$ cat config.mk
export PLATFORM = sky130hd
export DESIGN_NAME = infix_to_postfix_converter_flat
export DESIGN_NICKNAME = d
export VERILOG_FILES = /design/src/hw/rtl/itp_pkg.sv /design/src/hw/rtl/itp_if.sv /design/src/hw/rtl/itp_datapath.sv /design/src/hw/rtl/itp_controller.sv /design/src/hw/rtl/infix_to_postfix_converter.sv /design/src/flat_wrapper.sv
export SDC_FILE = /design/constraint.sdc
export NUM_CORES = 1
export LEC_CHECK = 0
export BUFFER_PORTS_ARGS = -buffer_cell sky130_fd_sc_hd__buf_2
export CAP_MARGIN = 5
export CORE_ASPECT_RATIO = 0.9
export CORE_MARGIN = 3
export CORE_UTILIZATION = 25
export CTS_CLUSTER_DIAMETER = 30
export DETAILED_ROUTE_END_ITERATION = 12
export GPL_ROUTABILITY_DRIVEN = 0
export MAX_ROUTING_LAYER = met4
export PLACE_DENSITY = 0.44
export SYNTH_ARGS = -nofsm -noshare
export SYNTH_HDL_FRONTEND = slang
export SYNTH_HIERARCHICAL = 1
export SYNTH_SLANG_ARGS = --single-unit
export TNS_END_PERCENT = 50
$ cat constraint.sdc
create_clock -name clk -period 13.7 [get_ports clk]
set_input_delay 4.11 -clock clk [delete_from_list [all_inputs] [get_ports clk]]
set_output_delay 4.11 -clock clk [all_outputs]
set_load 0.005 [all_outputs]
$ cat src/hw/rtl/itp_pkg.sv
// Shared codes, types and helpers for the infix to postfix converter.
`default_nettype none

package itp_pkg;

    localparam logic [2:0] ACT_OPERAND  = 3'd0;
    localparam logic [2:0] ACT_OPERATOR = 3'd1;
    localparam logic [2:0] ACT_OPEN     = 3'd2;
    localparam logic [2:0] ACT_CLOSE    = 3'd3;
    localparam logic [2:0] ACT_END      = 3'd4;

    localparam logic [2:0] OP_POWER     = 3'd4;
    localparam logic [2:0] PAREN_MARK   = 3'd7;

    localparam logic [1:0] KIND_OPERAND  = 2'd0;
    localparam logic [1:0] KIND_OPERATOR = 2'd1;
    localparam logic [1:0] KIND_END      = 2'd2;
    localparam logic [1:0] KIND_ERROR    = 2'd3;

    localparam logic [1:0] ERR_NONE     = 2'd0;
    localparam logic [1:0] ERR_NO_OPEN  = 2'd1;
    localparam logic [1:0] ERR_UNCLOSED = 2'd2;
    localparam logic [1:0] ERR_OVERFLOW = 2'd3;

    typedef struct packed {
        logic       tok_load;
        logic       out_load;
        logic       out_from_hold;
        logic       out_last;
        logic [1:0] out_kind;
        logic [1:0] out_err;
        logic       hold_load;
        logic       pop;
        logic       push;
        logic       push_paren;
        logic       open_inc;
        logic       open_dec;
        logic       err_set;
        logic       clear;
    } itp_cmd_t;

    typedef struct packed {
        logic [2:0] action;
        logic       op_bad;
        logic       error_seen;
        logic       stack_empty;
        logic       stack_full;
        logic       open_zero;
        logic       top_valid;
        logic       top_paren;
        logic       top_pops;
        logic       out_free;
    } itp_status_t;

    // Stacked operator leaves before the incoming one is pushed.
    function automatic logic pops_before(input logic [2:0] top_code,
                                         input logic [2:0] new_code);
        logic [1:0] p_top;
        logic [1:0] p_new;
        p_top = top_code[2:1];
        p_new = new_code[2:1];
        return (p_top > p_new) || ((p_top == p_new) && (new_code != OP_POWER));
    endfunction

endpackage

`default_nettype wire

$ cat src/hw/rtl/itp_if.sv
// Token and result channel interfaces.
`default_nettype none

interface itp_token_if #(parameter int OPERAND_WIDTH = 32) ();
    logic                     valid;
    logic                     ready;
    logic [2:0]               action;
    logic [2:0]               op_code;
    logic [OPERAND_WIDTH-1:0] operand_value;

    modport source (output valid, output action, output op_code, output operand_value,
                    input ready);
    modport sink   (input valid, input action, input op_code, input operand_value,
                    output ready);
endinterface

interface itp_result_if #(parameter int OPERAND_WIDTH = 32) ();
    logic                     valid;
    logic                     ready;
    logic [1:0]               out_kind;
    logic [2:0]               out_op;
    logic [OPERAND_WIDTH-1:0] out_value;
    logic [1:0]               error_code;
    logic                     last;

    modport source (output valid, output out_kind, output out_op, output out_value,
                    output error_code, output last, input ready);
    modport sink   (input valid, input out_kind, input out_op, input out_value,
                    input error_code, input last, output ready);
endinterface

`default_nettype wire

$ cat src/hw/rtl/itp_datapath.sv
// Datapath: token register, operator stack memory, counters, hold and output registers.
`default_nettype none

module itp_datapath #(
    parameter int STACK_DEPTH   = 16,
    parameter int OPERAND_WIDTH = 32
) (
    input  wire logic                     clk,
    input  wire logic                     rst_n,
    input  wire logic [2:0]               tok_action,
    input  wire logic [2:0]               tok_op,
    input  wire logic [OPERAND_WIDTH-1:0] tok_value,
    input  wire itp_pkg::itp_cmd_t        cmd,
    output      itp_pkg::itp_status_t     status,
    output      logic                     out_valid,
    input  wire logic                     out_ready,
    output      logic [1:0]               out_kind,
    output      logic [2:0]               out_op,
    output      logic [OPERAND_WIDTH-1:0] out_value,
    output      logic [1:0]               error_code,
    output      logic                     last
);

    localparam int CW = $clog2(STACK_DEPTH + 1);
    localparam int AW = (STACK_DEPTH > 1) ? $clog2(STACK_DEPTH) : 1;

    logic [2:0]               action_reg;
    logic [2:0]               op_reg;
    logic [OPERAND_WIDTH-1:0] value_reg;

    logic [2:0]               stack_mem [STACK_DEPTH];
    logic [2:0]               rd_data_reg;
    logic [AW-1:0]            rd_addr;
    logic [AW-1:0]            wr_addr;

    logic [CW-1:0]            count_reg, count_next;
    logic [CW-1:0]            open_reg, open_next;
    logic                     err_reg, err_next;
    logic                     top_valid_reg, top_valid_next;
    logic [2:0]               hold_reg;

    logic                     out_valid_reg, out_valid_next;
    logic [1:0]               out_kind_reg;
    logic [2:0]               out_op_reg;
    logic [OPERAND_WIDTH-1:0] out_value_reg;
    logic [1:0]               out_err_reg;
    logic                     out_last_reg;

    always_ff @(posedge clk)
    begin
        if (cmd.tok_load)
        begin
            action_reg <= tok_action;
            op_reg     <= tok_op;
            value_reg  <= tok_value;
        end
    end

    assign rd_addr = (count_reg == '0) ? '0 : AW'(count_reg - CW'(1));
    assign wr_addr = count_reg[AW-1:0];

    always_ff @(posedge clk)
    begin
        if (cmd.push)
        begin
            stack_mem[wr_addr] <= cmd.push_paren ? itp_pkg::PAREN_MARK : op_reg;
        end
        rd_data_reg <= stack_mem[rd_addr];
    end

    always_comb
    begin
        priority if (cmd.clear)
            count_next = '0;
        else if (cmd.push)
            count_next = count_reg + CW'(1);
        else if (cmd.pop)
            count_next = count_reg - CW'(1);
        else
            count_next = count_reg;

        priority if (cmd.clear)
            open_next = '0;
        else if (cmd.open_inc)
            open_next = open_reg + CW'(1);
        else if (cmd.open_dec)
            open_next = open_reg - CW'(1);
        else
            open_next = open_reg;

        priority if (cmd.clear)
            err_next = 1'b0;
        else if (cmd.err_set)
            err_next = 1'b1;
        else
            err_next = err_reg;

        // read data matches the top only once the count has stayed unchanged across a registered read
        top_valid_next = (count_next == count_reg);

        priority if (cmd.out_load)
            out_valid_next = 1'b1;
        else if (out_ready)
            out_valid_next = 1'b0;
        else
            out_valid_next = out_valid_reg;
    end

    always_ff @(posedge clk or negedge rst_n)
    begin
        if (!rst_n)
        begin
            count_reg     <= '0;
            open_reg      <= '0;
            err_reg       <= 1'b0;
            top_valid_reg <= 1'b0;
            out_valid_reg <= 1'b0;
        end
        else
        begin
            count_reg     <= count_next;
            open_reg      <= open_next;
            err_reg       <= err_next;
            top_valid_reg <= top_valid_next;
            out_valid_reg <= out_valid_next;
        end
    end

    always_ff @(posedge clk)
    begin
        if (cmd.hold_load)
        begin
            hold_reg <= rd_data_reg;
        end
        if (cmd.out_load)
        begin
            if (cmd.out_from_hold)
            begin
                out_kind_reg  <= itp_pkg::KIND_OPERATOR;
                out_op_reg    <= hold_reg;
                out_value_reg <= '0;
                out_err_reg   <= itp_pkg::ERR_NONE;
            end
            else
            begin
                out_kind_reg  <= cmd.out_kind;
                out_op_reg    <= '0;
                out_value_reg <= (cmd.out_kind == itp_pkg::KIND_OPERAND) ? value_reg : '0;
                out_err_reg   <= cmd.out_err;
            end
            out_last_reg <= cmd.out_last;
        end
    end

    always_comb
    begin
        status.action      = action_reg;
        status.op_bad      = (op_reg > itp_pkg::OP_POWER);
        status.error_seen  = err_reg;
        status.stack_empty = (count_reg == '0);
        status.stack_full  = (count_reg == CW'(STACK_DEPTH));
        status.open_zero   = (open_reg == '0);
        status.top_valid   = top_valid_reg;
        status.top_paren   = (rd_data_reg == itp_pkg::PAREN_MARK);
        status.top_pops    = itp_pkg::pops_before(rd_data_reg, op_reg);
        status.out_free    = !out_valid_reg || out_ready;
    end

    assign out_valid  = out_valid_reg;
    assign out_kind   = out_kind_reg;
    assign out_op     = out_op_reg;
    assign out_value  = out_value_reg;
    assign error_code = out_err_reg;
    assign last       = out_last_reg;

endmodule

`default_nettype wire

$ cat src/hw/rtl/itp_controller.sv
// Controller: token sequencing, pop decisions and result ordering.
`default_nettype none

module itp_controller (
    input  wire logic                 clk,
    input  wire logic                 rst_n,
    input  wire logic                 in_valid,
    output      logic                 in_ready,
    input  wire itp_pkg::itp_status_t status,
    output      itp_pkg::itp_cmd_t    cmd
);

    typedef enum logic [1:0] {
        S_IDLE = 2'b01,
        S_WORK = 2'b10
    } state_t;

    state_t state_reg, state_next;
    logic   hold_valid_reg, hold_valid_next;

    logic       dec_pop;
    logic       dec_direct;
    logic       dec_none;
    logic [1:0] d_kind;
    logic [1:0] d_err;
    logic       d_err_set;
    logic       d_clear;
    logic       n_push;
    logic       n_push_paren;
    logic       n_open_inc;
    logic       n_paren_pop;

    // what the held token asks for this cycle; nothing set means wait
    always_comb
    begin
        dec_pop      = 1'b0;
        dec_direct   = 1'b0;
        dec_none     = 1'b0;
        d_kind       = itp_pkg::KIND_END;
        d_err        = itp_pkg::ERR_NONE;
        d_err_set    = 1'b0;
        d_clear      = 1'b0;
        n_push       = 1'b0;
        n_push_paren = 1'b0;
        n_open_inc   = 1'b0;
        n_paren_pop  = 1'b0;

        priority if (status.action > itp_pkg::ACT_END
                     || (status.action != itp_pkg::ACT_END && status.error_seen)
                     || (status.action == itp_pkg::ACT_OPERATOR && status.op_bad))
        begin
            dec_none = 1'b1;
        end
        else
        begin
            case (status.action)
                itp_pkg::ACT_OPERAND:
                begin
                    dec_direct = 1'b1;
                    d_kind     = itp_pkg::KIND_OPERAND;
                end
                itp_pkg::ACT_OPERATOR:
                begin
                    priority if (!status.stack_empty && !status.top_valid)
                        dec_pop = 1'b0;
                    else if (!status.stack_empty && !status.top_paren && status.top_pops)
                        dec_pop = 1'b1;
                    else if (status.stack_full)
                    begin
                        dec_direct = 1'b1;
                        d_kind     = itp_pkg::KIND_ERROR;
                        d_err      = itp_pkg::ERR_OVERFLOW;
                        d_err_set  = 1'b1;
                    end
                    else
                    begin
                        dec_none = 1'b1;
                        n_push   = 1'b1;
                    end
                end
                itp_pkg::ACT_OPEN:
                begin
                    if (status.stack_full)
                    begin
                        dec_direct = 1'b1;
                        d_kind     = itp_pkg::KIND_ERROR;
                        d_err      = itp_pkg::ERR_OVERFLOW;
                        d_err_set  = 1'b1;
                    end
                    else
                    begin
                        dec_none     = 1'b1;
                        n_push       = 1'b1;
                        n_push_paren = 1'b1;
                        n_open_inc   = 1'b1;
                    end
                end
                itp_pkg::ACT_CLOSE:
                begin
                    priority if (status.open_zero)
                    begin
                        dec_direct = 1'b1;
                        d_kind     = itp_pkg::KIND_ERROR;
                        d_err      = itp_pkg::ERR_NO_OPEN;
                        d_err_set  = 1'b1;
                    end
                    else if (!status.top_valid)
                        dec_pop = 1'b0;
                    else if (!status.top_paren)
                        dec_pop = 1'b1;
                    else
                    begin
                        dec_none    = 1'b1;
                        n_paren_pop = 1'b1;
                    end
                end
                itp_pkg::ACT_END:
                begin
                    priority if (status.error_seen)
                    begin
                        dec_direct = 1'b1;
                        d_clear    = 1'b1;
                    end
                    else if (!status.open_zero)
                    begin
                        dec_direct = 1'b1;
                        d_kind     = itp_pkg::KIND_ERROR;
                        d_err      = itp_pkg::ERR_UNCLOSED;
                        d_clear    = 1'b1;
                    end
                    else if (!status.stack_empty)
                        dec_pop = status.top_valid;
                    else
                    begin
                        dec_direct = 1'b1;
                        d_clear    = 1'b1;
                    end
                end
                default:
                begin
                    dec_none = 1'b1;
                end
            endcase
        end
    end

    // a popped operator waits in the hold register until it is known
    // whether it is the token's final result
    always_comb
    begin
        cmd             = '0;
        state_next      = state_reg;
        hold_valid_next = hold_valid_reg;
        in_ready        = (state_reg == S_IDLE);

        unique case (state_reg)
            S_IDLE:
            begin
                if (in_valid)
                begin
                    cmd.tok_load = 1'b1;
                    state_next   = S_WORK;
                end
            end
            S_WORK:
            begin
                priority if (dec_pop)
                begin
                    if (!hold_valid_reg || status.out_free)
                    begin
                        cmd.out_load      = hold_valid_reg;
                        cmd.out_from_hold = 1'b1;
                        cmd.hold_load     = 1'b1;
                        cmd.pop           = 1'b1;
                        hold_valid_next   = 1'b1;
                    end
                end
                else if (dec_direct)
                begin
                    if (status.out_free)
                    begin
                        cmd.out_load = 1'b1;
                        if (hold_valid_reg)
                        begin
                            cmd.out_from_hold = 1'b1;
                            hold_valid_next   = 1'b0;
                        end
                        else
                        begin
                            cmd.out_kind = d_kind;
                            cmd.out_err  = d_err;
                            cmd.out_last = 1'b1;
                            cmd.err_set  = d_err_set;
                            cmd.clear    = d_clear;
                            state_next   = S_IDLE;
                        end
                    end
                end
                else if (dec_none)
                begin
                    if (!hold_valid_reg || status.out_free)
                    begin
                        cmd.out_load      = hold_valid_reg;
                        cmd.out_from_hold = 1'b1;
                        cmd.out_last      = 1'b1;
                        cmd.push          = n_push;
                        cmd.push_paren    = n_push_paren;
                        cmd.open_inc      = n_open_inc;
                        cmd.pop           = n_paren_pop;
                        cmd.open_dec      = n_paren_pop;
                        hold_valid_next   = 1'b0;
                        state_next        = S_IDLE;
                    end
                end
                else
                begin
                    state_next = S_WORK;
                end
            end
        endcase
    end

    always_ff @(posedge clk or negedge rst_n)
    begin
        if (!rst_n)
        begin
            state_reg      <= S_IDLE;
            hold_valid_reg <= 1'b0;
        end
        else
        begin
            state_reg      <= state_next;
            hold_valid_reg <= hold_valid_next;
        end
    end

endmodule

`default_nettype wire

$ cat src/hw/rtl/infix_to_postfix_converter.sv
// Top level of the infix to postfix converter (shunting-yard, bounded operator stack).
//
//   channel   role   beat
//   tokens    sink   action, op_code, operand_value
//   results   source out_kind, out_op, out_value, error_code, last
//
// A token is accepted in the idle state and handled in the work state.
// Each popped operator waits for the stack memory's registered read before the
// next top can be compared; a pop that empties the stack needs no such wait.
// An end mark or overflow after pops first passes on the last popped operator,
// then gives its own beat.
// Reset clears counters, flags and the output valid; stack contents need none.
// A stalled results beat holds the work cycle; the next token is still taken
// while the final beat of the previous one waits.
`default_nettype none

module infix_to_postfix_converter #(
    parameter int STACK_DEPTH   = 16,
    parameter int OPERAND_WIDTH = 32
) (
    input wire logic     clk,
    input wire logic     rst_n,
    itp_token_if.sink    tokens,
    itp_result_if.source results
);

    itp_pkg::itp_cmd_t    cmd;
    itp_pkg::itp_status_t status;

    itp_controller u_ctrl (
        .clk      (clk),
        .rst_n    (rst_n),
        .in_valid (tokens.valid),
        .in_ready (tokens.ready),
        .status   (status),
        .cmd      (cmd)
    );

    itp_datapath #(
        .STACK_DEPTH   (STACK_DEPTH),
        .OPERAND_WIDTH (OPERAND_WIDTH)
    ) u_dp (
        .clk        (clk),
        .rst_n      (rst_n),
        .tok_action (tokens.action),
        .tok_op     (tokens.op_code),
        .tok_value  (tokens.operand_value),
        .cmd        (cmd),
        .status     (status),
        .out_valid  (results.valid),
        .out_ready  (results.ready),
        .out_kind   (results.out_kind),
        .out_op     (results.out_op),
        .out_value  (results.out_value),
        .error_code (results.error_code),
        .last       (results.last)
    );

endmodule

`default_nettype wire

$ cat src/flat_wrapper.sv
// flat-port wrapper written by rule: the top's interface ports become plain ports
module infix_to_postfix_converter_flat 
#(
    parameter int STACK_DEPTH   = 16,
    parameter int OPERAND_WIDTH = 32
)
  (clk, rst_n, tokens_valid, tokens_action, tokens_op_code, tokens_operand_value, tokens_ready, results_valid, results_out_kind, results_out_op, results_out_value, results_error_code, results_last, results_ready);
  itp_token_if #(.OPERAND_WIDTH(OPERAND_WIDTH)) tokens_i ();
  itp_result_if #(.OPERAND_WIDTH(OPERAND_WIDTH)) results_i ();
  input wire logic clk;
  input wire logic rst_n;
  input wire logic [$bits(tokens_i.valid)-1:0] tokens_valid;
  input wire logic [$bits(tokens_i.action)-1:0] tokens_action;
  input wire logic [$bits(tokens_i.op_code)-1:0] tokens_op_code;
  input wire logic [$bits(tokens_i.operand_value)-1:0] tokens_operand_value;
  output wire logic [$bits(tokens_i.ready)-1:0] tokens_ready;
  output wire logic [$bits(results_i.valid)-1:0] results_valid;
  output wire logic [$bits(results_i.out_kind)-1:0] results_out_kind;
  output wire logic [$bits(results_i.out_op)-1:0] results_out_op;
  output wire logic [$bits(results_i.out_value)-1:0] results_out_value;
  output wire logic [$bits(results_i.error_code)-1:0] results_error_code;
  output wire logic [$bits(results_i.last)-1:0] results_last;
  input wire logic [$bits(results_i.ready)-1:0] results_ready;
  assign tokens_i.valid = tokens_valid;
  assign tokens_i.action = tokens_action;
  assign tokens_i.op_code = tokens_op_code;
  assign tokens_i.operand_value = tokens_operand_value;
  assign tokens_ready = tokens_i.ready;
  assign results_valid = results_i.valid;
  assign results_out_kind = results_i.out_kind;
  assign results_out_op = results_i.out_op;
  assign results_out_value = results_i.out_value;
  assign results_error_code = results_i.error_code;
  assign results_last = results_i.last;
  assign results_i.ready = results_ready;
  infix_to_postfix_converter #(.STACK_DEPTH(STACK_DEPTH), .OPERAND_WIDTH(OPERAND_WIDTH)) u_core (.clk(clk), .rst_n(rst_n), .tokens(tokens_i), .results(results_i));
endmodule
Yosys cells after proc, flatten, opt, wreduce, memory -nomap -nowiden
Memories as Yosys holds them, arrays and structs flattened. A register that Yosys moved wholly into a read port is not among the register bits.
Cells that the tools add are included.
- add/subtract/negate cells: 4
- order comparisons: 3
- equal/unequal tests: 19
- mux-type cells: 104
- bitwise gates (word level): 4
- reductions and logical operators: 31
- operators by type and width (cell ; count):
    two-way mux 1 bit ; 56
    two-way mux 5 bit ; 11
    two-way mux 2 bit ; 20
    two-way mux 15 bit ; 1
    != test 3 bit, second input constant ; 5
    two-way mux 3 bit ; 4
    adder 5 x 1 -> 5 bit, second input constant ; 2
    logical NOT 5 bit ; 2
    one-hot mux 2 bit (5 select lines) ; 1
    AND reduction 5 bit ; 2
    subtractor 5 x 1 -> 5 bit, second input constant ; 2
    two-way mux 4 bit ; 2
    one-hot mux 2 bit (4 select lines) ; 1
    two-way mux 7 bit ; 1
    OR reduction 7 bit ; 1
    equality test 3 x 2 -> 1 bit, second input constant ; 2
    equality test 3 bit, second input constant ; 2
    > comparator 3 bit, second input constant ; 2
    logical AND 1 bit ; 6
    two-way mux 6 bit ; 1
    one-hot mux 1 bit (3 select lines) ; 2
    nonzero test 2 bit ; 3
    nonzero test 3 bit ; 2
    OR reduction 2 bit ; 3
    19 further kinds ; 31
- bits in registers: 97
- RAM bits: 48
- bits of input ports: 42
- output and inout bits: 42
- word-level logic and storage cells: 182
- memories kept: 1
- memories (memory ; depth ; width ; rd ports ; clocked after memory_dff ; wr ports ; line ; text):
    u_core.u_dp.stack_mem ; 16 ; 3 ; 1 ; 1 ; 1 ; itp_datapath.sv:31 ; logic [2:0] stack_mem [STACK_DEPTH];

Longest topological paths before layout
- word-level depth: 17
- mapped depth: 17
- mapped depth without buffers: 14

Hierarchy
Netlist, hierarchy kept.
- by module, submodules not included (module ; times used ; cells each ; area an instance (µm²) ; seq. area each (µm²)):
    itp_datapath ; 1 ; 391 ; 5813.1 ; 4259.1
    itp_controller ; 1 ; 74 ; 580.6 ; 76.3

Least setup slack after synthesis
Ideal clock, no wire load.
- kind: input-to-reg
- start: input results_ready
- end: register u_core.u_dp.out_err_reg[0] (netlist: u_core/u_dp/error_code[0]) (enable)
- setup time: 0.453 ns
- data arrival time: 6.477 ns
- data required time: 13.247 ns
- path slack: 6.771 ns
- stages on the path: 4
- path buffers: 0
- cell sequence: nand2b_1 > and2_1 > nand2_1 > o22ai_1
- RTL lines (what ; line ; text):
    start, declared ; flat_wrapper.sv:23 ; input wire logic [$bits(results_i.ready)-1:0] results_ready;
    end signal, assigned ; itp_datapath.sv:142 ; out_err_reg <= itp_pkg::ERR_NONE;
    end signal, assigned ; itp_datapath.sv:149 ; out_err_reg <= cmd.out_err;
    end, declared ; itp_datapath.sv:46 ; logic [1:0] out_err_reg;

==> reports/results.ini <==
[yosys]
yosysSeqAreaShare_pct=67.8
synth_simple_gate_area_share_pct=15.5
yosys.cell_types.count=77
avgSynthCellArea_um2=13.7
synth_nets=517
synth_top_family_by_area=simple AND/OR/NAND/NOR gates
synth_compound_area_share_pct=8.69
synthAdderAreaFrac_pct=2.07
syn_inst=465
ys.flop_type=edfxtp_1
ys_warn_count=6
synthArstFlopShare_pct=10.8
synth_seq_cells=148
syn_area_mm2=0.00639
synth.area.mux_share_pct=2.25
synth_xor_xnor_area_share_pct=1.10
synth_edf_count=129

[placement]
place_ws_ps=6460
place.port_buffers=83
place_inst=867
dp_hpwl_um=9570

[power]
p_sw_share_pct=33.3
combPwrFrac_pct=30.3
ir_drop_v=0.000104
pwr-share-clk_pct=30.2
leakagePower_nw=2.76
p_sw_w=0.000536
power_density_mw_per_mm2=207
p_int_w=0.00107
p_seq_share_pct=39.5

[cells_and_area]
final_common_cell=edfxtp_1
area_delta_synth_final_pct=21.5
final_cell_mix=129 x edfxtp_1, 83 x buf_2, 46 x nor2_1
largest_register_ffs=48
fin_nets=602
drive_gt1_share_pct=26.1
layout.cells.non_filler=899
fin_util_pct=31.5
antenna_cells=0

[clock_tree]
tritoncts.num_buffers=17
h-tree-depth=4
clk_pin_slew_worst_paths_ps=60
root_buffer=clkbuf_16
ctsHoldBuffers=0
worstSkewPairLatency_ps=420
cts_tree=yes
cts_setup_buffers=0
cts_sinks=148
cts_resized=0
clk_path_buf_depth=2

[sta]
setup_viol=0
worstMarginPinSlew_ps=967
final_hold_viol_count=0
finalWorstSetupSlack_ps=6870
fin_tns_setup_ps=0
period_needed_ps=6830
fmax_mhz=146
maxSlewViolCount=0
finClkSkew_ps=14.9
max_slew_margin_pct=35.5
finalCritPeriodShare_pct=49.8
rsz0062_at_grt=no

[detailed_routing]
detail-route-antenna-nets=0
vias=3966
top_layer=met4
drt_iter0_markers=240
drc=0
wl_met3_um=829
wl_um=14400
drtPass1Iterations=4
wl_per_cell_um=16.0
wl_met2_um=6430
wl_met1_um=6950
vias_per_cell=4.41

[grt]
gr-total-overflow=0
grt.total_usage_pct=11.1
grt_max_degree=40
antenna_found_initial=0
grt_pass1_wl_um=22900
first_global_vias=4097

[floorplanning]
io_pins=84
core.rowCount=54
die_height_um=158
die_w_um=175
die_area_mm2=0.0275
core_mm2=0.0247
initial_core_util_pct=25.9

[critical_path]
r2r_setup_slack_ps=8740
critPathMaxFanout=7
critical_path_class=input pin to register
cp-end-kind=register
cp_slowest_stage_delay_ps=620
slowest_stage=nor4_1
startpoint_type=input pin
worstPathArrival_ps=7090
critical-path-top-delay-family=simple AND/OR/NAND/NOR gates
worstPathRequired_ps=13960
crit_buf_inv=2
path_cells=buf_2, nand2b_1, o21ai_0, or2_2, nor4_1, inv_1, fa_1, a21o_1, a21oi_1, mux2i_1, xnor2_1, nor2_1

[job]
cap_violations=0

[worst_hold_path]
hp-class=register to register

[run_status]
outcome=finished, final reports clean

==> worst paths after layout <==
check | startpoint | endpoint | cells after the start
min in group asynchronous | rst_n | u_core/u_dp/top_valid_reg$_DFF_PN0_ | 1
worst max-delay path | results_ready | u_core/u_dp/open_reg[4]$_DFFE_PN0P_ | 12
max in group asynchronous | rst_n | u_core/u_ctrl/state_reg[0]$_DFFE_PN1P_ | 1
worst min-delay path | u_core/u_dp/rd_data_reg[0]$_DFF_P_ | u_core/u_dp/hold_reg[0]$_DFFE_PP_ | 0
worst max register to register | u_core/u_dp/count_reg[0]$_DFF_PN0_ | u_core/u_dp/out_value[3]$_SDFFCE_PP0P_ | 14
worst min register to register | u_core/u_dp/rd_data_reg[0]$_DFF_P_ | u_core/u_dp/hold_reg[0]$_DFFE_PP_ | 0
==> synthesized netlist by cell type (7+ instances only) <==
| master | count | area share, % |
|---|---|---|
| a21oi_1 | 15 | 1.2 |
| clkbuf_1 | 9 | 0.53 |
| edfxtp_1 | 129 | 61 |
| dfrtp_1 | 15 | 5.9 |
| nand2b_1 | 15 | 1.5 |
| nor2b_1 | 9 | 0.88 |
| ha_1 | 9 | 1.8 |
| inv_1 | 10 | 0.59 |
| o21ai_0 | 14 | 1.1 |
| mux2i_1 | 8 | 1.3 |
| nand3_1 | 7 | 0.55 |
| and2_1 | 39 | 3.8 |
| nand2_1 | 23 | 1.4 |
| nor2_1 | 46 | 2.7 |
| nor3_1 | 8 | 0.63 |
==> layer usage <==
metal	vias to the layer above	global-route usage, %
met1	1952	14.8
li1	1895	-
met5	-	-
met2	107	16.3
met4	0	2.81
met3	12	3.65
==> power groups by stage <==
| stage | Combinational (W) | Clock (W) | Sequential [W] |
|---|---|---|---|
| 2_1_floorplan | 0.000356 | 0 | 0.000632 |
| 3_3_place_gp | 0.000484 | 0 | 0.000643 |
| 3_5_place_dp | 0.000490 | 0 | 0.000645 |
| 4_1_cts | 0.000492 | 0.000501 | 0.000636 |
| 5_1_grt | 0.000542 | 0.000520 | 0.000644 |
| 6_report | 0.000488 | 0.000486 | 0.000635 |
==> stage by stage <==
step                cell area, µm²  power, W  hold WS [ps]
floorplan                     6390  0.000988           401
global placement              7150   0.00113           415
detailed placement            7150   0.00113           420
CTS                           7770   0.00163           436
global route                  7770   0.00171           450
finish                        7770   0.00161           431
==> kinds of logic (layout without fill, tap and decap cells) <==
family	after synthesis	after routing
and+or+nand+nor	177	177
DFF	148	148
buffers and inverters	32	130
muxes	13	13
adders and majority gates	10	10
xor gates and xnor gates	8	8
AOI/OAI and AO/OA	77	77
==> layout make-up <==
type                       instances  area (µm²)
clock buffer                      18         429
clock inverter                    14         189
fill                            2478       16900
inverter                          12        50.0
multi-input combinational        285        1910
sequential                       148        4340
tap                              336         420
timing repair buffer              86         438
Power figures use the tool's default switching activity.
